**config.mk**
```make
export PLATFORM = sky130hd
export DESIGN_NAME = ttt_ctrl
export DESIGN_NICKNAME = d
export VERILOG_FILES = /design/src/rtl/core/ttt_pkg.sv /design/src/rtl/core/ttt_ctrl.sv
export SDC_FILE = /design/constraint.sdc
export NUM_CORES = 1
export LEC_CHECK = 0
export ABC_CLOCK_PERIOD_IN_PS = 1710
export BUFFER_PORTS_ARGS = -buffer_cell sky130_fd_sc_hd__buf_2
export CORE_ASPECT_RATIO = 1.2
export CORE_MARGIN = 4
export CORE_UTILIZATION = 46
export CTS_BUF_LIST = sky130_fd_sc_hd__clkbuf_4 sky130_fd_sc_hd__clkbuf_8 sky130_fd_sc_hd__clkbuf_16
export CTS_CLUSTER_SIZE = 14
export DETAILED_ROUTE_END_ITERATION = 16
export MAX_ROUTING_LAYER = met4
export PLACE_DENSITY = 0.72
export SYNTH_ARGS = -nofsm -noshare
export SYNTH_HDL_FRONTEND = slang
export SYNTH_SLANG_ARGS = --single-unit
```
**constraint.sdc**
```tcl
create_clock -name i_clk -period 1.71 [get_ports i_clk]
set_clock_uncertainty 0.15 [all_clocks]
set_input_delay 0.171 -clock i_clk [delete_from_list [all_inputs] [get_ports i_clk]]
set_output_delay 0.171 -clock i_clk [all_outputs]
set_load 0.05 [all_outputs]
```
**src/rtl/core/ttt_pkg.sv**
```systemverilog
// ttt_pkg: shared types and constants of the tracked target table.
// Used by ttt_ctrl, ttt_datapath and tracked_target_table; no dependencies.
`timescale 1ns / 1ps
package ttt_pkg;
    localparam int TABLE_ENTRIES = 64;
    localparam int SLOT_W = $clog2(TABLE_ENTRIES);
    localparam int CNT_W = $clog2(TABLE_ENTRIES + 1);
    localparam logic [15:0] EXPIRY_RESET = 16'd300;
    localparam logic [1:0] AG_NO_UPDATE = 2'd3;

    localparam logic [1:0] OP_UPDATE = 2'd0;
    localparam logic [1:0] OP_SWEEP  = 2'd1;
    localparam logic [1:0] OP_READ   = 2'd2;
    localparam logic [1:0] OP_UNUSED = 2'd3;

    localparam logic [2:0] ST_UPDATED = 3'd0;
    localparam logic [2:0] ST_CREATED = 3'd1;
    localparam logic [2:0] ST_FULL    = 3'd2;
    localparam logic [2:0] ST_SWEPT   = 3'd3;
    localparam logic [2:0] ST_WORD    = 3'd4;
    localparam logic [2:0] ST_EMPTY   = 3'd5;

    localparam logic [2:0] LAST_WORD = 3'd6;

    // Controller to datapath
    typedef struct packed {
        logic latch;      // capture request fields, clear scan state
        logic scan_rd;    // read slot at scan index
        logic scan_eval;  // evaluate data read for scan index
        logic scan_inc;   // advance scan index
        logic upd_rd;     // read target slot for merge
        logic upd_wr;     // write merged slot back
        logic rd_rd;      // read slot for record words
        logic emit;       // drive one result word
        logic [2:0] word; // record word index
    } t_cmd;

    // Datapath to controller
    typedef struct packed {
        logic scan_done;  // scan index at last entry
        logic target_ok;  // update has a hit or a free slot
        logic read_ok;    // read index in range and used
    } t_stat;
endpackage

```
**src/rtl/core/ttt_ctrl.sv**
```systemverilog
// ttt_ctrl: request sequencer of the tracked target table.
// Depends on ttt_pkg; issues commands to ttt_datapath.
`timescale 1ns / 1ps
module ttt_ctrl (
    input  logic           i_clk,
    input  logic           i_rst_n,
    input  logic           i_start,
    input  logic [1:0]     i_op,
    output logic           o_busy,
    output ttt_pkg::t_cmd  o_cmd,
    input  ttt_pkg::t_stat i_stat
);
    typedef enum logic [8:0] {
        S_IDLE    = 9'b000000001,
        S_SCAN    = 9'b000000010,
        S_SCANEND = 9'b000000100,
        S_UPDRD   = 9'b000001000,
        S_UPDWR   = 9'b000010000,
        S_RESP    = 9'b000100000,
        S_RDRD    = 9'b001000000,
        S_WORDS   = 9'b010000000,
        S_DONE    = 9'b100000000
    } t_state;

    t_state r_state, n_state;
    logic [1:0] r_op;
    logic [2:0] r_word, n_word;

    assign o_busy = (r_state != S_IDLE);

    always_comb begin
        n_state = r_state;
        n_word  = r_word;
        o_cmd   = '0;
        o_cmd.word = r_word;
        unique case (r_state)
            S_IDLE: begin
                if (i_start && i_op != ttt_pkg::OP_UNUSED) begin
                    o_cmd.latch = 1'b1;
                    n_word = '0;
                    n_state = (i_op == ttt_pkg::OP_READ) ? S_RDRD : S_SCAN;
                end
            end
            S_SCAN: begin
                // read slot i, evaluate slot i-1 from last cycle's read
                o_cmd.scan_rd  = 1'b1;
                o_cmd.scan_inc = !i_stat.scan_done;
                o_cmd.scan_eval = (r_word != '0);
                n_word = 3'd1;
                if (i_stat.scan_done) n_state = S_SCANEND;
            end
            S_SCANEND: begin
                o_cmd.scan_eval = 1'b1;
                n_state = (r_op == ttt_pkg::OP_UPDATE) ? S_UPDRD : S_RESP;
            end
            S_UPDRD: begin
                if (i_stat.target_ok) begin
                    o_cmd.upd_rd = 1'b1;
                    n_state = S_UPDWR;
                end else begin
                    n_state = S_RESP;
                end
            end
            S_UPDWR: begin
                o_cmd.upd_wr = 1'b1;
                n_state = S_RESP;
            end
            S_RESP: begin
                o_cmd.emit = 1'b1;
                n_state = S_DONE;
            end
            S_RDRD: begin
                o_cmd.rd_rd = 1'b1;
                n_word = '0;
                n_state = S_WORDS;
            end
            S_WORDS: begin
                o_cmd.emit = 1'b1;
                n_word = r_word + 3'd1;
                if (!i_stat.read_ok || r_word == ttt_pkg::LAST_WORD) n_state = S_DONE;
            end
            S_DONE: begin
                n_state = S_IDLE;
            end
            default: n_state = S_IDLE;
        endcase
    end

    always_ff @(posedge i_clk) begin
        if (!i_rst_n) begin
            r_state <= S_IDLE;
            r_word  <= '0;
            r_op    <= '0;
        end else begin
            r_state <= n_state;
            r_word  <= n_word;
            if (o_cmd.latch) r_op <= i_op;
        end
    end
endmodule

```
==> impl_metrics.tcl <==
set metrics [dict create \
    run_status "complete, but fails checks" \
    violations "negative setup slack" \
    worst_ep_arrival_time_ns 1.94 \
    first_global_vias 1136 \
    tritoncts "yes" \
    slew_headroom_pct 70.4 \
    area_growth_syn_to_layout_pct 89.2 \
    final_nets 173 \
    dpl_cell_area_um2 1250 \
    dr_total_vias 1221 \
    worst_r2r_startpoint "r_state[8]$_SDFFE_PN0P_" \
    worst_ir_drop_vdd_v 0.000612 \
    syn-instance-count 98 \
    dominantRegCellSynth "dfxtp_1" \
    timing.hold.worst.class "in -> reg" \
    synthXorXnorAreaFrac_pct 3.03 \
    report.final.hold_viol_count 0 \
    postLayoutCellArea_um2 1640 \
    rsz0062_at_grt "yes" \
    slew_of_the_pin_with_the_lowest_slew_margin_ns 0.444 \
    dp.final_hpwl_um 2010 \
    criticalPathCategory "reg -> out" \
    cts-htree-levels 1 \
    ys_ff_latch 14 \
    compound_gate_fraction_of_synth_area_pct 23.3 \
    vias_per_cell 6.82 \
    grt_pass1_wl_um 5470 \
    synth_top_cells_by_area "dfxtp_1 32%, ha_1 4.3%, inv_1 3.0%, nand2b_1 2.9%, nor2b_1 2.9%" \
    layout_worst_path_cycle_share_pct 132 \
    insertion_delay_ns 0.30 \
    numCtsBuffers 3 \
    postLayoutCoreUtil_pct 96.5 \
    portbufs 19 \
    n_antenna_cell 0 \
    io_pins 20 \
    power_leakage_nw 0.715 \
    detail_route.iter0.violations 73 \
    synth_top_cell_area_share_pct 32.3 \
    yosys.area.top_type "dfxtp_1" \
    net_count_after_synthesis 109 \
    finalSetupViolations 22 \
    path_max_fanout 3 \
    crit_required_ns 1.39 \
    drt_first_pass_iters 4 \
    capturing_element_type_of_the_critical_path "output pin" \
    count_of_unresolved_drc_violations_after_routing 0 \
    start_util_pct 51.0 \
    synth.area.mux_share_pct 0 \
    post_layout_power_mw 1.01 \
    worstHoldStart "i_op[1]" \
    critPathLaunchType "register" \
    grt_use_total_pct 28.8 \
    chipWidth_um 47.7 \
    place.gp.congestion 0.882 \
    cts.sink_count 14 \
    postRouteAntennaNets 0 \
    largest_net_degree_at_the_start_of_global_routing 10 \
    synth_area_per_cell_um2 8.86 \
    fraction_of_layout_cells_with_a_size_suffix_above_1_pct 65.8 \
    nFillCells 35 \
    number_of_synthesized_flops_with_an_enable_pin 0 \
    design.die.area_um2 2650 \
    dominant_combinational_cell_family_by_area_after_synthesis "simple AND/OR/NAND/NOR gates" \
    report.final.slew_viol_count 0 \
    clk_pin_slew_worst_paths_ns 0.09 \
    antenna_found_initial 0 \
    routed_wl_um 4650 \
    netlist_area_um2 868 \
    fp.dieH_um 55.6 \
    pwr_density_cell_nw_per_um2 615 \
    achievable-frequency_mhz 443 \
    finalWorstSetupSlack_ns -0.547 \
    drt-wirelength-per-cell_um 26.0 \
    final_period_minus_worst_setup_slack_ns 2.26 \
    synth.yosys.seq_area_share_pct 32.3 \
    core_um2 1700 \
    synth_simple_gate_area_share_pct 32.3 \
    drv.max_cap_violation_count 0 \
    synth-adder-area-share_pct 4.32 \
    clk_path_buf_depth 2 \
    std_cell_rows 16 \
    grt_overflow_total 0 \
    root_buffer "clkbuf_4" \
    cp-startpoint "r_state[8]$_SDFFE_PN0P_" \
    netlist-cell-type-count 47 \
    synth-warning-count 0 \
    synth_async_sr_flop_share_pct 0 \
]
[stage by stage]
step | worst slack [ns] | hold WS (ns) | std cells | TNS [ns]
after floorplan | -0.325 | 0.0977 | 98 | -2.53
after global placement | -0.204 | 0.230 | 160 | -1.41
after detailed placement | -0.223 | 0.236 | 160 | -1.73
after CTS | -0.387 | 0.0428 | 173 | -3.19
after global routing | -0.622 | 0.00715 | 179 | -8.55
final | -0.547 | 0.0217 | 179 | -7.02
[worst max-delay path, stage by stage, from the launching register on]
cell and delay, ns:
dfxtp_1 0.34, buf_4 0.15, nor3_2 0.38, nand4b_1 0.26, buf_6 0.21, o21ai_4 0.11, buf_6 0.17
[routing by layer]
layer / global-route usage [%] / routed length, µm / vias to the layer above
li1: - / - / 506
met1: 35.6 / 1520 / 568
met2: 46.2 / 2320 / 112
met3: 3.24 / 519 / 35
met4: 11.2 / 293 / 0
met5: - / 0 / -
[cell type report]
| cell class | instances | area [µm²] | share of cell area (%) |
|---|---|---|---|
| Tap cell | 18 | 22.5 | 1.37 |
| Sequential cell | 14 | 290 | 17.7 |
| Inverter | 7 | 28.8 | 1.75 |
| Clock buffer | 4 | 36.3 | 2.21 |
| Timing Repair Buffer | 61 | 537 | 32.7 |
| Multi-Input combinational cell | 75 | 728 | 44.3 |
[final timing paths]
check	end	slack (ns)	cells after the start
worst min register to register	r_state[3]$_SDFFE_PN0P_	0.36	1
worst max register to register	r_op[0]$_SDFFE_PN0P_	-0.42	8
worst max-delay path	o_cmd[8]	-0.55	6
worst min-delay path	r_state[6]$_SDFFE_PN0P_	0.02	2
[sequential cells by signal, summed over array words and instances (netlist names)]
register / cells
r_state: 9
r_op: 2
r_word: 3
[cell usage after synthesis, types with 3 or more instances]
master	n
dfxtp_1	14
ha_1	3
inv_1	7
nand2_1	3
nand2b_1	4
nand4_1	3
nor2_1	6
nor2b_1	4
nor3_1	3
o21ai_0	5
[cell usage in the layout, fill, tap and decap left out, types with 2 or more instances in the layout]
master    synthesis  routed
dfxtp_1          14       6
ha_1              3       3
buf_4             0      29
nand2b_1          4       3
a31oi_1           2       2
and3_4            0       2
inv_1             7       5
nor4_4            1       3
buf_6             1      15
buf_8             0       6
or3_4             0       2
nor2b_1           4       4
o211ai_1          2       2
nand4_1           3       3
xor2_1            2       2
clkbuf_4          0       3
nor2_1            6       4
a21o_1            2       2
nor2_4            0       2
nor3_2            1       2
buf_2             0      10
o21ai_0           5       2
dfxtp_2           0       8
[power breakdown]
part | switching (mW) | internal, mW | total (mW)
clock | 0.128 | 0.130 | 0.258
combinational | 0.220 | 0.179 | 0.400
sequential | 0.0131 | 0.339 | 0.352
total | 0.361 | 0.649 | 1.01
[cells by family (layout without fill, tap and decap cells)]
family                     Yosys count  count (layout)
buffers and inverters                9              72
DFF                                 14              14
adders and majority gates            3               3
and+or+nand+nor                     42              42
xor gates and xnor gates             3               3
AOI/OAI and AO/OA                   27              27
[timing repair]
action,in CTS,in global routing
gates resized for setup,51,18
setup endpoints to repair,21,22
gates cloned,0,0
hold buffers,1,0
hold endpoints to repair,1,0
pin swaps,13,10
buffers inserted,11,7
(Power assumes the default switching activity.)
